$ cat src/hw/rtl/i2c_master_register_access_assert.svh
// Assertion macros shared by the I2C master register access RTL.
`ifndef I2C_MASTER_REGISTER_ACCESS_ASSERT_SVH
`define I2C_MASTER_REGISTER_ACCESS_ASSERT_SVH
`ifndef ASSERT_OFF
// Check that the consequent holds in the same cycle as the antecedent.
`define I2CM_ASSERT_IMP(label, clk, rst_n, ante, cons, msg) \
	label: assert property (@(posedge clk) disable iff (!rst_n) (ante) |-> (cons)) \
		else $error(msg);
// Check that the consequent holds in the cycle after the antecedent.
`define I2CM_ASSERT_NEXT(label, clk, rst_n, ante, cons, msg) \
	label: assert property (@(posedge clk) disable iff (!rst_n) (ante) |=> (cons)) \
		else $error(msg);
`else
`define I2CM_ASSERT_IMP(label, clk, rst_n, ante, cons, msg)
`define I2CM_ASSERT_NEXT(label, clk, rst_n, ante, cons, msg)
`endif
`endif

$ cat src/hw/rtl/i2cm_pkg.sv
// Types, codes and constants of the I2C master register access block.
package i2cm_pkg;

	localparam int BUF_DEPTH = 256;
	localparam int BUF_AW    = $clog2(BUF_DEPTH);
	localparam int FILL_W    = BUF_AW + 1;

	// Configuration register indexes
	localparam logic CFG_PHASE_TICKS = 1'b0;
	localparam logic CFG_GUARD_TICKS = 1'b1;

	// Timing register values after reset
	localparam logic [15:0] PHASE_TICKS_RESET = 16'd32;
	localparam logic [15:0] GUARD_TICKS_RESET = 16'd3200;

	typedef enum logic [1:0] {
		CMD_TICK  = 2'd0,
		CMD_LOAD  = 2'd1,
		CMD_WRITE = 2'd2,
		CMD_READ  = 2'd3
	} cmd_t;

	typedef enum logic [1:0] {
		STATUS_OK         = 2'd0,
		STATUS_START_FAIL = 2'd1,
		STATUS_NACK       = 2'd2
	} status_t;

	typedef enum logic [1:0] {
		KIND_DEV  = 2'd0,
		KIND_SUB  = 2'd1,
		KIND_DATA = 2'd2,
		KIND_RDEV = 2'd3
	} ack_kind_t;

	typedef enum logic [4:0] {
		ST_IDLE, ST_S1, ST_S2, ST_S3, ST_R1, ST_R2, ST_R3,
		ST_WLOW, ST_WDATA, ST_WHIGH, ST_WEND,
		ST_A1, ST_A2, ST_A3, ST_A4,
		ST_RLOW, ST_RHIGH,
		ST_M1, ST_M2, ST_M3, ST_M4,
		ST_P1, ST_P2, ST_P3, ST_P4,
		ST_GUARD, ST_DONE
	} step_t;

	// Write port of the byte buffer
	typedef struct packed {
		logic              en;
		logic [BUF_AW-1:0] addr;
		logic [7:0]        data;
	} buf_wr_t;

	// One result item
	typedef struct packed {
		logic       scl_out;
		logic       sda_out;
		logic [7:0] read_byte;
		logic       read_valid;
		logic       busy_res;
		logic       done_res;
		status_t    status;
	} result_t;

endpackage

$ cat src/hw/rtl/i2cm_ram.sv
// Generic single-port-write, registered-read RAM.
module i2cm_ram #(
	parameter int WIDTH = 8,
	parameter int DEPTH = 256
) (
	input  logic                     clk,
	input  logic                     we,
	input  logic [$clog2(DEPTH)-1:0] waddr,
	input  logic [WIDTH-1:0]         wdata,
	input  logic [$clog2(DEPTH)-1:0] raddr,
	output logic [WIDTH-1:0]         rdata
);

	logic [WIDTH-1:0] mem [DEPTH];

	// Write one entry, register the read data
	always_ff @(posedge clk) begin
		if (we) begin
			mem[waddr] <= wdata;
		end
		rdata <= mem[raddr];
	end

endmodule

$ cat src/hw/rtl/i2cm_seq.sv
// Bus sequencer: bit timing, byte shifting and transaction control.
module i2cm_seq (
	input  logic                       clk,
	input  logic                       arst_n,
	input  logic                       acc,
	input  logic [1:0]                 command,
	input  logic                       sda_in,
	input  logic [7:0]                 device_address,
	input  logic [7:0]                 register_address,
	input  logic [7:0]                 length,
	input  logic [7:0]                 write_byte,
	input  logic [15:0]                phase_ticks,
	input  logic [15:0]                guard_ticks,
	output i2cm_pkg::buf_wr_t          buf_wr,
	output logic [i2cm_pkg::BUF_AW-1:0] buf_raddr,
	input  logic [7:0]                 buf_rdata,
	output i2cm_pkg::result_t          res
);

	i2cm_pkg::step_t     step_q, step_d;
	logic [15:0]         wait_q, wait_d;
	logic [3:0]          bitc_q, bitc_d;
	logic [7:0]          left_q, left_d;
	logic [7:0]          sh_q, sh_d;
	logic [i2cm_pkg::FILL_W-1:0] fill_q, fill_d;
	logic [7:0]          ptr_q, ptr_d;
	logic [7:0]          dev_q, dev_d;
	logic [7:0]          reg_q, reg_d;
	logic                rd_q, rd_d;
	logic                scl_q, scl_d;
	logic                sda_q, sda_d;
	i2cm_pkg::ack_kind_t ack_q, ack_d;
	logic                nack_q, nack_d;

	logic [15:0] phase_w;
	logic [3:0]  bitc_inc;
	logic        start;
	logic [7:0]  rx_shift;

	// Wait length after a line change; a zero setting acts as one tick
	assign phase_w  = (phase_ticks == 16'd0) ? 16'd0 : phase_ticks - 16'd1;
	assign bitc_inc = bitc_q + 4'd1;
	assign start    = (command == i2cm_pkg::CMD_WRITE) || (command == i2cm_pkg::CMD_READ);
	assign rx_shift = {sh_q[6:0], sda_in};

	// The buffer is only read during a transaction and only written while idle,
	// so the registered read at the current pointer is always up to date at A4
	assign buf_raddr = ptr_q[i2cm_pkg::BUF_AW-1:0];

	// Next step and wait count
	always_comb begin
		step_d = step_q;
		wait_d = wait_q;
		if (step_q == i2cm_pkg::ST_IDLE) begin
			if (start) begin
				step_d = i2cm_pkg::ST_S2;
				wait_d = phase_w;
			end
		end else if (wait_q != 16'd0) begin
			wait_d = wait_q - 16'd1;
		end else begin
			wait_d = phase_w;
			unique case (step_q)
				i2cm_pkg::ST_S1:    step_d = i2cm_pkg::ST_S2;
				i2cm_pkg::ST_R1:    step_d = i2cm_pkg::ST_R2;
				i2cm_pkg::ST_S2: begin
					if (!sda_in) begin
						step_d = i2cm_pkg::ST_IDLE;
						wait_d = 16'd0;
					end else begin
						step_d = i2cm_pkg::ST_S3;
					end
				end
				i2cm_pkg::ST_S3: begin
					if (sda_in) begin
						step_d = i2cm_pkg::ST_IDLE;
						wait_d = 16'd0;
					end else begin
						step_d = i2cm_pkg::ST_WLOW;
					end
				end
				// A failed repeated start runs the first low phase at once
				i2cm_pkg::ST_R2:    step_d = !sda_in ? i2cm_pkg::ST_WDATA : i2cm_pkg::ST_R3;
				i2cm_pkg::ST_R3:    step_d = sda_in ? i2cm_pkg::ST_WDATA : i2cm_pkg::ST_WLOW;
				i2cm_pkg::ST_WLOW:  step_d = i2cm_pkg::ST_WDATA;
				i2cm_pkg::ST_WDATA: step_d = i2cm_pkg::ST_WHIGH;
				i2cm_pkg::ST_WHIGH: step_d = bitc_inc[3] ? i2cm_pkg::ST_WEND : i2cm_pkg::ST_WLOW;
				i2cm_pkg::ST_WEND:  step_d = i2cm_pkg::ST_A1;
				i2cm_pkg::ST_A1:    step_d = i2cm_pkg::ST_A2;
				i2cm_pkg::ST_A2:    step_d = i2cm_pkg::ST_A3;
				i2cm_pkg::ST_A3:    step_d = i2cm_pkg::ST_A4;
				i2cm_pkg::ST_A4: begin
					priority if (ack_q == i2cm_pkg::KIND_DEV) begin
						step_d = sda_in ? i2cm_pkg::ST_P1 : i2cm_pkg::ST_WLOW;
					end else if (ack_q == i2cm_pkg::KIND_SUB && rd_q) begin
						step_d = i2cm_pkg::ST_R1;
					end else if (ack_q == i2cm_pkg::KIND_RDEV) begin
						step_d = (left_q != 8'd0) ? i2cm_pkg::ST_RLOW : i2cm_pkg::ST_P1;
					end else begin
						step_d = (left_q != 8'd0) ? i2cm_pkg::ST_WLOW : i2cm_pkg::ST_P1;
					end
				end
				i2cm_pkg::ST_RLOW:  step_d = bitc_q[3] ? i2cm_pkg::ST_M1 : i2cm_pkg::ST_RHIGH;
				i2cm_pkg::ST_RHIGH: step_d = i2cm_pkg::ST_RLOW;
				i2cm_pkg::ST_M1:    step_d = i2cm_pkg::ST_M2;
				i2cm_pkg::ST_M2:    step_d = i2cm_pkg::ST_M3;
				i2cm_pkg::ST_M3:    step_d = i2cm_pkg::ST_M4;
				i2cm_pkg::ST_M4:    step_d = (left_q != 8'd0) ? i2cm_pkg::ST_RLOW : i2cm_pkg::ST_P1;
				i2cm_pkg::ST_P1:    step_d = i2cm_pkg::ST_P2;
				i2cm_pkg::ST_P2:    step_d = i2cm_pkg::ST_P3;
				i2cm_pkg::ST_P3:    step_d = i2cm_pkg::ST_P4;
				i2cm_pkg::ST_P4:    step_d = nack_q ? i2cm_pkg::ST_DONE : i2cm_pkg::ST_GUARD;
				i2cm_pkg::ST_GUARD: begin
					if (guard_ticks == 16'd0) begin
						step_d = i2cm_pkg::ST_IDLE;
						wait_d = 16'd0;
					end else begin
						step_d = i2cm_pkg::ST_DONE;
						wait_d = guard_ticks - 16'd1;
					end
				end
				default: begin
					step_d = i2cm_pkg::ST_IDLE;
					wait_d = 16'd0;
				end
			endcase
		end
	end

	// Line drive, shifting, counters and result fields
	always_comb begin
		bitc_d = bitc_q;
		left_d = left_q;
		sh_d   = sh_q;
		fill_d = fill_q;
		ptr_d  = ptr_q;
		dev_d  = dev_q;
		reg_d  = reg_q;
		rd_d   = rd_q;
		scl_d  = scl_q;
		sda_d  = sda_q;
		ack_d  = ack_q;
		nack_d = nack_q;
		buf_wr.en   = 1'b0;
		buf_wr.addr = fill_q[i2cm_pkg::BUF_AW-1:0];
		buf_wr.data = write_byte;
		res.read_byte  = 8'd0;
		res.read_valid = 1'b0;
		res.done_res   = 1'b0;
		res.status     = i2cm_pkg::STATUS_OK;
		if (step_q == i2cm_pkg::ST_IDLE) begin
			priority if (command == i2cm_pkg::CMD_LOAD) begin
				// Append to the buffer, drop when full
				if (fill_q < i2cm_pkg::FILL_W'(i2cm_pkg::BUF_DEPTH)) begin
					buf_wr.en = 1'b1;
					fill_d    = fill_q + i2cm_pkg::FILL_W'(1);
				end
			end else if (start) begin
				dev_d  = device_address;
				reg_d  = register_address;
				left_d = length;
				rd_d   = (command == i2cm_pkg::CMD_READ);
				if (command == i2cm_pkg::CMD_WRITE) begin
					fill_d = '0;
				end
				ptr_d  = 8'd0;
				nack_d = 1'b0;
				bitc_d = 4'd0;
				scl_d  = 1'b1;
				sda_d  = 1'b1;
			end
		end else if (wait_q == 16'd0) begin
			unique case (step_q)
				i2cm_pkg::ST_S1, i2cm_pkg::ST_R1: begin
					scl_d = 1'b1;
					sda_d = 1'b1;
				end
				i2cm_pkg::ST_S2: begin
					if (!sda_in) begin
						res.done_res = 1'b1;
						res.status   = i2cm_pkg::STATUS_START_FAIL;
					end else begin
						sda_d = 1'b0;
					end
				end
				i2cm_pkg::ST_S3: begin
					if (sda_in) begin
						res.done_res = 1'b1;
						res.status   = i2cm_pkg::STATUS_START_FAIL;
					end else begin
						sda_d  = 1'b0;
						sh_d   = dev_q;
						ack_d  = i2cm_pkg::KIND_DEV;
						bitc_d = 4'd0;
					end
				end
				i2cm_pkg::ST_R2: begin
					if (!sda_in) begin
						scl_d = 1'b0;
					end else begin
						sda_d = 1'b0;
					end
				end
				i2cm_pkg::ST_R3: begin
					if (sda_in) begin
						scl_d = 1'b0;
					end else begin
						sda_d = 1'b0;
					end
				end
				i2cm_pkg::ST_WLOW, i2cm_pkg::ST_A1, i2cm_pkg::ST_M1, i2cm_pkg::ST_P1: begin
					scl_d = 1'b0;
				end
				i2cm_pkg::ST_WDATA: begin
					sda_d = sh_q[7];
					sh_d  = {sh_q[6:0], 1'b0};
				end
				i2cm_pkg::ST_WHIGH, i2cm_pkg::ST_RHIGH: begin
					scl_d  = 1'b1;
					bitc_d = bitc_inc;
				end
				i2cm_pkg::ST_WEND: begin
					scl_d  = 1'b0;
					bitc_d = 4'd0;
				end
				i2cm_pkg::ST_A2, i2cm_pkg::ST_P4: begin
					sda_d = 1'b1;
				end
				i2cm_pkg::ST_A3, i2cm_pkg::ST_M3, i2cm_pkg::ST_P3: begin
					scl_d = 1'b1;
				end
				i2cm_pkg::ST_A4: begin
					scl_d = 1'b0;
					priority if (ack_q == i2cm_pkg::KIND_DEV) begin
						if (sda_in) begin
							nack_d = 1'b1;
						end else begin
							sh_d   = reg_q;
							ack_d  = i2cm_pkg::KIND_SUB;
							bitc_d = 4'd0;
						end
					end else if (ack_q == i2cm_pkg::KIND_SUB && rd_q) begin
						sh_d   = dev_q | 8'h01;
						ack_d  = i2cm_pkg::KIND_RDEV;
						bitc_d = 4'd0;
					end else if (ack_q == i2cm_pkg::KIND_RDEV) begin
						bitc_d = 4'd0;
						sh_d   = 8'd0;
					end else if (left_q != 8'd0) begin
						// Take the next buffered byte
						sh_d   = buf_rdata;
						ptr_d  = ptr_q + 8'd1;
						left_d = left_q - 8'd1;
						ack_d  = i2cm_pkg::KIND_DATA;
						bitc_d = 4'd0;
					end
				end
				i2cm_pkg::ST_RLOW: begin
					scl_d = 1'b0;
					if (bitc_q != 4'd0) begin
						sh_d = rx_shift;
					end else begin
						sda_d = 1'b1;
					end
					if (bitc_q[3]) begin
						res.read_byte  = rx_shift;
						res.read_valid = 1'b1;
						left_d         = left_q - 8'd1;
						bitc_d         = 4'd0;
					end
				end
				i2cm_pkg::ST_M2: begin
					sda_d = (left_q == 8'd0);
				end
				i2cm_pkg::ST_M4: begin
					scl_d  = 1'b0;
					bitc_d = 4'd0;
					sh_d   = 8'd0;
				end
				i2cm_pkg::ST_P2: begin
					sda_d = 1'b0;
				end
				i2cm_pkg::ST_GUARD: begin
					if (guard_ticks == 16'd0) begin
						res.done_res = 1'b1;
						res.status   = nack_q ? i2cm_pkg::STATUS_NACK : i2cm_pkg::STATUS_OK;
					end
				end
				i2cm_pkg::ST_DONE: begin
					res.done_res = 1'b1;
					res.status   = nack_q ? i2cm_pkg::STATUS_NACK : i2cm_pkg::STATUS_OK;
				end
				default: begin
					res.done_res = 1'b0;
				end
			endcase
		end
		buf_wr.en    = buf_wr.en & acc;
		res.scl_out  = scl_d;
		res.sda_out  = sda_d;
		res.busy_res = (step_d != i2cm_pkg::ST_IDLE);
	end

	// Advance the sequencer on each accepted request
	always_ff @(posedge clk or negedge arst_n) begin
		if (!arst_n) begin
			step_q <= i2cm_pkg::ST_IDLE;
			wait_q <= 16'd0;
			bitc_q <= 4'd0;
			left_q <= 8'd0;
			sh_q   <= 8'd0;
			fill_q <= '0;
			ptr_q  <= 8'd0;
			dev_q  <= 8'd0;
			reg_q  <= 8'd0;
			rd_q   <= 1'b0;
			scl_q  <= 1'b1;
			sda_q  <= 1'b1;
			ack_q  <= i2cm_pkg::KIND_DEV;
			nack_q <= 1'b0;
		end else if (acc) begin
			step_q <= step_d;
			wait_q <= wait_d;
			bitc_q <= bitc_d;
			left_q <= left_d;
			sh_q   <= sh_d;
			fill_q <= fill_d;
			ptr_q  <= ptr_d;
			dev_q  <= dev_d;
			reg_q  <= reg_d;
			rd_q   <= rd_d;
			scl_q  <= scl_d;
			sda_q  <= sda_d;
			ack_q  <= ack_d;
			nack_q <= nack_d;
		end
	end

endmodule

$ cat src/hw/rtl/i2cm_out.sv
// Output register with a skid stage for the result channel.
module i2cm_out (
	input  logic               clk,
	input  logic               arst_n,
	input  logic               push,
	input  i2cm_pkg::result_t  push_data,
	output logic               full,
	output logic               out_valid,
	input  logic               out_stall,
	output i2cm_pkg::result_t  out_data
);

	logic              main_valid_q;
	i2cm_pkg::result_t main_q;
	logic              skid_valid_q;
	i2cm_pkg::result_t skid_q;

	assign full      = skid_valid_q;
	assign out_valid = main_valid_q;
	assign out_data  = main_q;

	// Control: refill the main stage from the skid stage first to keep order
	always_ff @(posedge clk or negedge arst_n) begin
		if (!arst_n) begin
			main_valid_q <= 1'b0;
			skid_valid_q <= 1'b0;
		end else if (!main_valid_q || !out_stall) begin
			main_valid_q <= skid_valid_q | push;
			skid_valid_q <= 1'b0;
		end else if (push) begin
			skid_valid_q <= 1'b1;
		end
	end

	// Payload
	always_ff @(posedge clk) begin
		if (!main_valid_q || !out_stall) begin
			main_q <= skid_valid_q ? skid_q : push_data;
		end else if (push) begin
			skid_q <= push_data;
		end
	end

endmodule

$ cat src/hw/rtl/i2c_master_register_access.sv
// Top level of the I2C master register access block.
//
// One request is one bus timing tick: it carries a command (tick, load a
// buffer byte, start a write, start a read) and the sampled SDA level. Every
// accepted request yields exactly one result with the SCL/SDA drive levels,
// a received byte with read_valid, busy_res, done_res and status.
// Requests are taken at one per cycle while in_stall is low; the sequencer
// updates on acceptance and its result is registered in the output or skid stage.
// Bytes to write sit in a 256-entry buffer RAM with a registered read; the
// RAM is read at the buffer pointer every cycle, and only written
// while idle, so the byte is ready when a data byte begins.
// A skid stage behind the output register lets one more request in while
// the receiver stalls; in_stall rises only once both stages hold results.
// Reset (arst_n low) returns the sequencer to idle with both lines released,
// empties the buffer count and restores phase_ticks 32 and guard_ticks 3200.
// Buffer contents are not cleared, so there is no clearing pass.
// Configuration writes take effect at the next edge and are meant for idle.
module i2c_master_register_access (
	input  logic        clk,
	input  logic        arst_n,
	input  logic        in_valid,
	output logic        in_stall,
	input  logic [1:0]  command,
	input  logic        sda_in,
	input  logic [7:0]  device_address,
	input  logic [7:0]  register_address,
	input  logic [7:0]  length,
	input  logic [7:0]  write_byte,
	output logic        out_valid,
	input  logic        out_stall,
	output logic        scl_out,
	output logic        sda_out,
	output logic [7:0]  read_byte,
	output logic        read_valid,
	output logic        busy_res,
	output logic        done_res,
	output logic [1:0]  status,
	input  logic        cfg_write_en,
	input  logic        cfg_index,
	input  logic [15:0] cfg_data
);

	`include "i2c_master_register_access_assert.svh"

	logic                          acc;
	logic [15:0]                   phase_q;
	logic [15:0]                   guard_q;
	i2cm_pkg::buf_wr_t             buf_wr;
	logic [i2cm_pkg::BUF_AW-1:0]   buf_raddr;
	logic [7:0]                    buf_rdata;
	i2cm_pkg::result_t             res;
	i2cm_pkg::result_t             out_res;

	assign acc = in_valid && !in_stall;

	// Hold the configuration registers
	always_ff @(posedge clk or negedge arst_n) begin
		if (!arst_n) begin
			phase_q <= i2cm_pkg::PHASE_TICKS_RESET;
			guard_q <= i2cm_pkg::GUARD_TICKS_RESET;
		end else if (cfg_write_en) begin
			if (cfg_index == i2cm_pkg::CFG_PHASE_TICKS) begin
				phase_q <= cfg_data;
			end
			if (cfg_index == i2cm_pkg::CFG_GUARD_TICKS) begin
				guard_q <= cfg_data;
			end
		end
	end

	i2cm_ram #(
		.WIDTH (8),
		.DEPTH (i2cm_pkg::BUF_DEPTH)
	) u_buf (
		.clk   (clk),
		.we    (buf_wr.en),
		.waddr (buf_wr.addr),
		.wdata (buf_wr.data),
		.raddr (buf_raddr),
		.rdata (buf_rdata)
	);

	i2cm_seq u_seq (
		.clk              (clk),
		.arst_n           (arst_n),
		.acc              (acc),
		.command          (command),
		.sda_in           (sda_in),
		.device_address   (device_address),
		.register_address (register_address),
		.length           (length),
		.write_byte       (write_byte),
		.phase_ticks      (phase_q),
		.guard_ticks      (guard_q),
		.buf_wr           (buf_wr),
		.buf_raddr        (buf_raddr),
		.buf_rdata        (buf_rdata),
		.res              (res)
	);

	i2cm_out u_out (
		.clk       (clk),
		.arst_n    (arst_n),
		.push      (acc),
		.push_data (res),
		.full      (in_stall),
		.out_valid (out_valid),
		.out_stall (out_stall),
		.out_data  (out_res)
	);

	assign scl_out    = out_res.scl_out;
	assign sda_out    = out_res.sda_out;
	assign read_byte  = out_res.read_byte;
	assign read_valid = out_res.read_valid;
	assign busy_res   = out_res.busy_res;
	assign done_res   = out_res.done_res;
	assign status     = out_res.status;

	// A full skid stage always sits behind a valid output stage
	`I2CM_ASSERT_IMP(a_skid_behind_main, clk, arst_n, in_stall, out_valid, "skid full without output")
	// A received byte completes in the middle of a transaction
	`I2CM_ASSERT_IMP(a_read_while_busy, clk, arst_n, out_valid && read_valid, busy_res, "read byte while idle")
	// Completion leaves the sequencer idle
	`I2CM_ASSERT_IMP(a_done_idle, clk, arst_n, out_valid && done_res, !busy_res, "done while busy")
	// An error code only accompanies completion
	`I2CM_ASSERT_IMP(a_status_done, clk, arst_n, out_valid && (status != i2cm_pkg::STATUS_OK), done_res, "status without done")

endmodule

$ cat config.mk
export PLATFORM = sky130hd
export DESIGN_NAME = i2c_master_register_access
export DESIGN_NICKNAME = d
export VERILOG_FILES = /design/src/hw/rtl/i2cm_pkg.sv /design/src/hw/rtl/i2cm_ram.sv /design/src/hw/rtl/i2cm_seq.sv /design/src/hw/rtl/i2cm_out.sv /design/src/hw/rtl/i2c_master_register_access.sv
export VERILOG_INCLUDE_DIRS = /design/src /design/src/hw/rtl
export SDC_FILE = /design/constraint.sdc
export NUM_CORES = 2
export LEC_CHECK = 0
export ABC_AREA = 1
export BUFFER_PORTS_ARGS = -buffer_cell sky130_fd_sc_hd__buf_2
export CORE_ASPECT_RATIO = 0.6
export CORE_MARGIN = 1
export CORE_UTILIZATION = 45
export CTS_CLUSTER_DIAMETER = 100
export DETAILED_ROUTE_END_ITERATION = 12
export PLACE_DENSITY_LB_ADDON = 0.3
export SLEW_MARGIN = 20
export SYNTH_ARGS = -nofsm -noshare
export SYNTH_HDL_FRONTEND = slang
export SYNTH_HIERARCHICAL = 1
export SYNTH_SLANG_ARGS = --single-unit
export TNS_END_PERCENT = 1
$ cat constraint.sdc
create_clock -name clk -period 8.5 [get_ports clk]
set_input_delay 1.7 -clock clk [delete_from_list [all_inputs] [get_ports clk]]
set_output_delay 1.7 -clock clk [all_outputs]
set_load 0.02 [all_outputs]
# Yosys cells after proc, flatten, opt, wreduce, memory -nomap -nowiden
# Memory sizes are Yosys's and may differ from the RTL's. A register that Yosys moved wholly into a read port is not among the register bits.
# Index checks and enable logic that the tools add are counted.
# totals
ff_bits,144
output_inout_bits,17
mem_count,1
input_bits,57
word_cells,264
ramBits,2048
# mem_list
name,words,width,rd,rd_clocked_by_memory_dff,write_ports,line_no,rtl
u_buf.mem,256,8,1,1,1,i2cm_ram.sv:14,logic [WIDTH-1:0] mem [DEPTH];
# op_classes
n_reduce_logical,50
addsub,7
magnitude_cmp,1
bitwise_logic,6
eq_ne,49
n_mux,117
# ops
op,n
$mux 8,25
$pmux 5 s25,1
$mux 16,7
$mux 9,8
$pmux 16 s4,1
$eq 5x5->1 const B,11
$mux 5,10
$logic_not 16->1,3
$mux 4,12
$sub 16x1->16 const B,3
$eq 5x4->1 const B,8
$pmux 8 s5,1
$mux 1,28
$reduce_or 22->1,1
$mux 3,7
$eq 5x3->1 const B,4
$pmux 4 s5,1
$mux 2,9
$reduce_bool 2->1,9
$pmux 8 s2,1
$reduce_and 8->1,2
$reduce_bool 16->1,1
$mux 15,1
$reduce_and 7->1,2
other kinds (46),74

# Longest topological paths before layout
# logic_depth
word_depth,10
mapped_depth,17
mapped_depth_nobuf,15

# Cells and area by module
# The synthesis kept the hierarchy.
# by_module_without_submodules
mod,n_inst,area_each_um2,cells_per_inst,seq_area_each_um2
i2cm_ram,1,83396.2,7003,61659.1
i2cm_seq,1,7079.3,1129,2004.4
i2c_master_register_access,1,1325.0,142,805.8
i2cm_out,1,1206.2,87,950.9

# Least setup slack after synthesis
# No wires, ideal clock.
# synth_timing
path_type,input to register
from,input in_valid
to,memory u_buf.mem[162][0] (enable)
cell_stages,9
setup_time_ps,370
n_path_buf,3
arrival_ps,3828
t_required_ps,8130
path_slack_ps,4301
cell_sequence,inv_1 -> nor2_1 -> clkbuf_1 -> inv_1 -> nor4_1 -> clkbuf_1 -> nand3_1 -> clkbuf_1 -> nor2_1
# synth_lines
item,line_no,rtl
start: declaration,i2c_master_register_access.sv:21,"input logic in_valid,"
end: declaration,i2cm_ram.sv:14,

==> results.toml <==
[logic_synthesis]
syn_area_per_cell_um2 = 11.1
ys_types = 56
yosys_warnings = 6
synth_commonest_cells = "nand2_1, nand3_1, edfxtp_1"
ys_top_cells_by_area = "edfxtp_1, nand3_1, nand2_1"
netlist.area_leader.share_pct = 67.1
syn_inst = 8361
synth-async-reset-ratio_pct = 5.18
ys_ff_latch = 2200
syn_nets = 8428
yosysSeqAreaShare_pct = 70.3
ys.flop_type = "edfxtp_1"
synth-edff-count = 2078
synth_top_cell_by_area = "edfxtp_1"
yosysMostFrequentCell = "nand2_1"
netlist_area_um2 = 93000

[clock_tree]
clkTransAtPathRegs_ps = 70
cts_resized = 0
cts_max_level = 4
clkSinkCount = 2200
postCtsSetupBuffers = 0
cts-hold-fix-buffers = 0
numCtsBuffers = 196
cts_buffer_depth = 4
clock_latency_ps = 850
tritoncts = "done"
clockRootBuffer = "clkbuf_16"

[final_layout]
layout.nets = 8236
postLayoutCellArea_um2 = 101000
multi_input_area_um2 = 24100
regArea_um2 = 65400
fillers = 17800
final_layout_size_suffix_gt1_share_pct = 6.04
area_growth_pct = 8.40

[setup_path]
critPathMaxFanout = 166
required_ps = 9300
arrival_ps = 5540
critPathKind = "register to register"
critPathLaunchType = "register"
end_kind = "register"

[floorplanning]
start_util_pct = 45.5
fp.dieW_um = 589
rows = 128
die_y_um = 354
core-area_um2 = 204000
pin_count = 74
die-area_um2 = 209000

[timing]
slew_viol_final = 0
hold_violations = 0
relSlewSlack_pct = 24.4
setup_viol = 0
min_period_ps = 4740
finClkSkew_ps = 40.9
timing.setup.tns_ps = 0
max_freq_mhz = 211
grt_setup_unrepaired = "false"
period_share_pct = 55.8
tightest_slew_ps = 1130

[run]
drv_cap = 0

[hold_path]
hold_path.class = "register to register"

[power]
power.net_switching_w = 0.0105
finalPower_w = 0.0294
p_int_w = 0.0190
seqPwrFrac_pct = 42.1
clockPowerShare_pct = 29.0
p_sw_share_pct = 35.6
leakagePower_nw = 35.6
p_per_area_nw_per_um2 = 292
ir_drop_mv = 0.284
combPwrFrac_pct = 28.9

[placement]
io_buffers = 73
placed_area_um2 = 94800
gp_congestion = 0.957
hpwl_um = 155000

[route]
vias_per_cell = 5.83
wl_um = 262000
ant_nets = 0
drc_errors = 0
wire_per_inst_um = 23.7
firstDrtPassIters = 6
vias = 64400
drtIter0Drc = 9650

[global_route]
grt_overflow = 0
grt_pass1_vias = 59600
grt_max_degree = 254
track_usage_pct = 24.7
antenna_found_initial = 14
grt_pass1_wl_um = 385000

[outcome]
status = "finished, final reports clean"
-- layer usage --
metal  vias up  part of all wire [%]  track usage (%)
li1      28800                     -                -
met1     31300                    43             38.4
met2      3889                    40             32.6
met3       370                    15             8.80
met4        14                   2.1             5.43
met5         -                 0.040                0
-- cell usage in the layout (no fill, tap or decap), drive strengths merged, types with 9 or more instances in the layout --
cell    Yosys  routed
o211ai     13      13
clkbuf    123     245
a21oi      56      56
nand2    2580    2580
o21ai      75      75
nand4      18      18
xor2       20      20
inv       179     182
clkinv      1      72
dfrtp     108     108
buf       415     148
bufinv      0      10
edfxtp   2078    2078
ha         10      10
mux2        9       9
nor3       24      24
nor2      465     465
nand3    2122    2122
-- critical path, cell delays in order, from the launching register on --
cell     delay [ps]
dfrtp_4         760
buf_12          580
buf_4           830
buf_4           910
nand2_1         110
nand3_1         130
nand3_1         110
nand3_1         290
nand3_1         150
nand3_1         140
nand3_1         150
nand2_1         130
nand2_1         100
nand2_1          70
-- cell families (layout without fill, tap and decap cells) --
kind of cell               count (synthesis)  in the layout  share of synthesized area, %
adders and majority gates                 10             10                         0.135
xor gates and xnor gates                  27             27                         0.254
buffers and inverters                    718            665                          3.80
muxes                                      9              9                         0.109
AOI/OAI and AO/OA                        173            173                          1.05
and+or+nand+nor                         5224           5224                          24.3
other                                      0              4                             0
DFF                                     2200           2200                          70.3
-- sequential cells by signal, indices dropped and copies added (netlist names), 2 cells and up --
register         cells
u_seq/step_q         5
u_seq/sh_q           8
u_seq/bitc_q         4
u_seq/ack_q          2
u_buf/rdata          8
u_seq/reg_q          8
guard_q             16
u_seq/dev_q          8
u_seq/left_q         8
u_out/skid_q        15
u_seq/fill_q         9
u_buf/mem         2048
phase_q             16
u_seq/wait_q        16
u_seq/buf_raddr      8
u_out/out_data      15
-- final cells by class --
type                            count  share of cell area, %
Sequential cell                  2200                   64.9
Multi-Input combinational cell   5443                   23.9
Clock buffer                      245                   5.21
Tap cell                         2730                   3.39
Timing Repair Buffer              148                   1.20
Inverter                          180                  0.716
Clock inverter                     92                  0.693
Antenna cell                        4                0.00993
-- final timing paths --
path	cells after the start	slack (ps)	to	from
max in group asynchronous	2	6180	u_seq/buf_raddr[1]$_DFFE_PN0P_	arst_n
worst min register to register	2	490	phase_q[0]$_DFFE_PN0P_	phase_q[0]$_DFFE_PN0P_
min in group asynchronous	1	880	u_seq/sh_q[2]$_DFFE_PN0P_	arst_n
worst max register to register	13	3760	u_buf/rdata[3]$_DFF_P_	u_seq/buf_raddr[0]$_DFFE_PN0P_
worst max-delay path	13	3760	u_buf/rdata[3]$_DFF_P_	u_seq/buf_raddr[0]$_DFFE_PN0P_
worst min-delay path	2	490	phase_q[0]$_DFFE_PN0P_	phase_q[0]$_DFFE_PN0P_
-- power by group through the flow --
stage               registers, W  logic (W)  clock network (W)
floorplan                 0.0124    0.00599                  0
global placement          0.0126    0.00817                  0
detailed placement        0.0126    0.00824                  0
CTS                       0.0124    0.00827            0.00864
global route              0.0124    0.00922            0.00902
finish                    0.0124    0.00851            0.00853
-- metrics by stage --
stage | setup WS, ps | util (%) | std cells | hold slack, ps
after floorplan | 4300 | - | 8361 | 442
final | 3760 | 49.4 | 11000 | 485
after detailed placement | 3580 | 46.4 | 10700 | 470
after CTS | 3910 | 49.4 | 11000 | 486
after global placement | 3570 | 46.4 | 10700 | 467
after global routing | 3520 | 49.4 | 11000 | 512
Note: power is estimated with default switching activity, not from simulation.
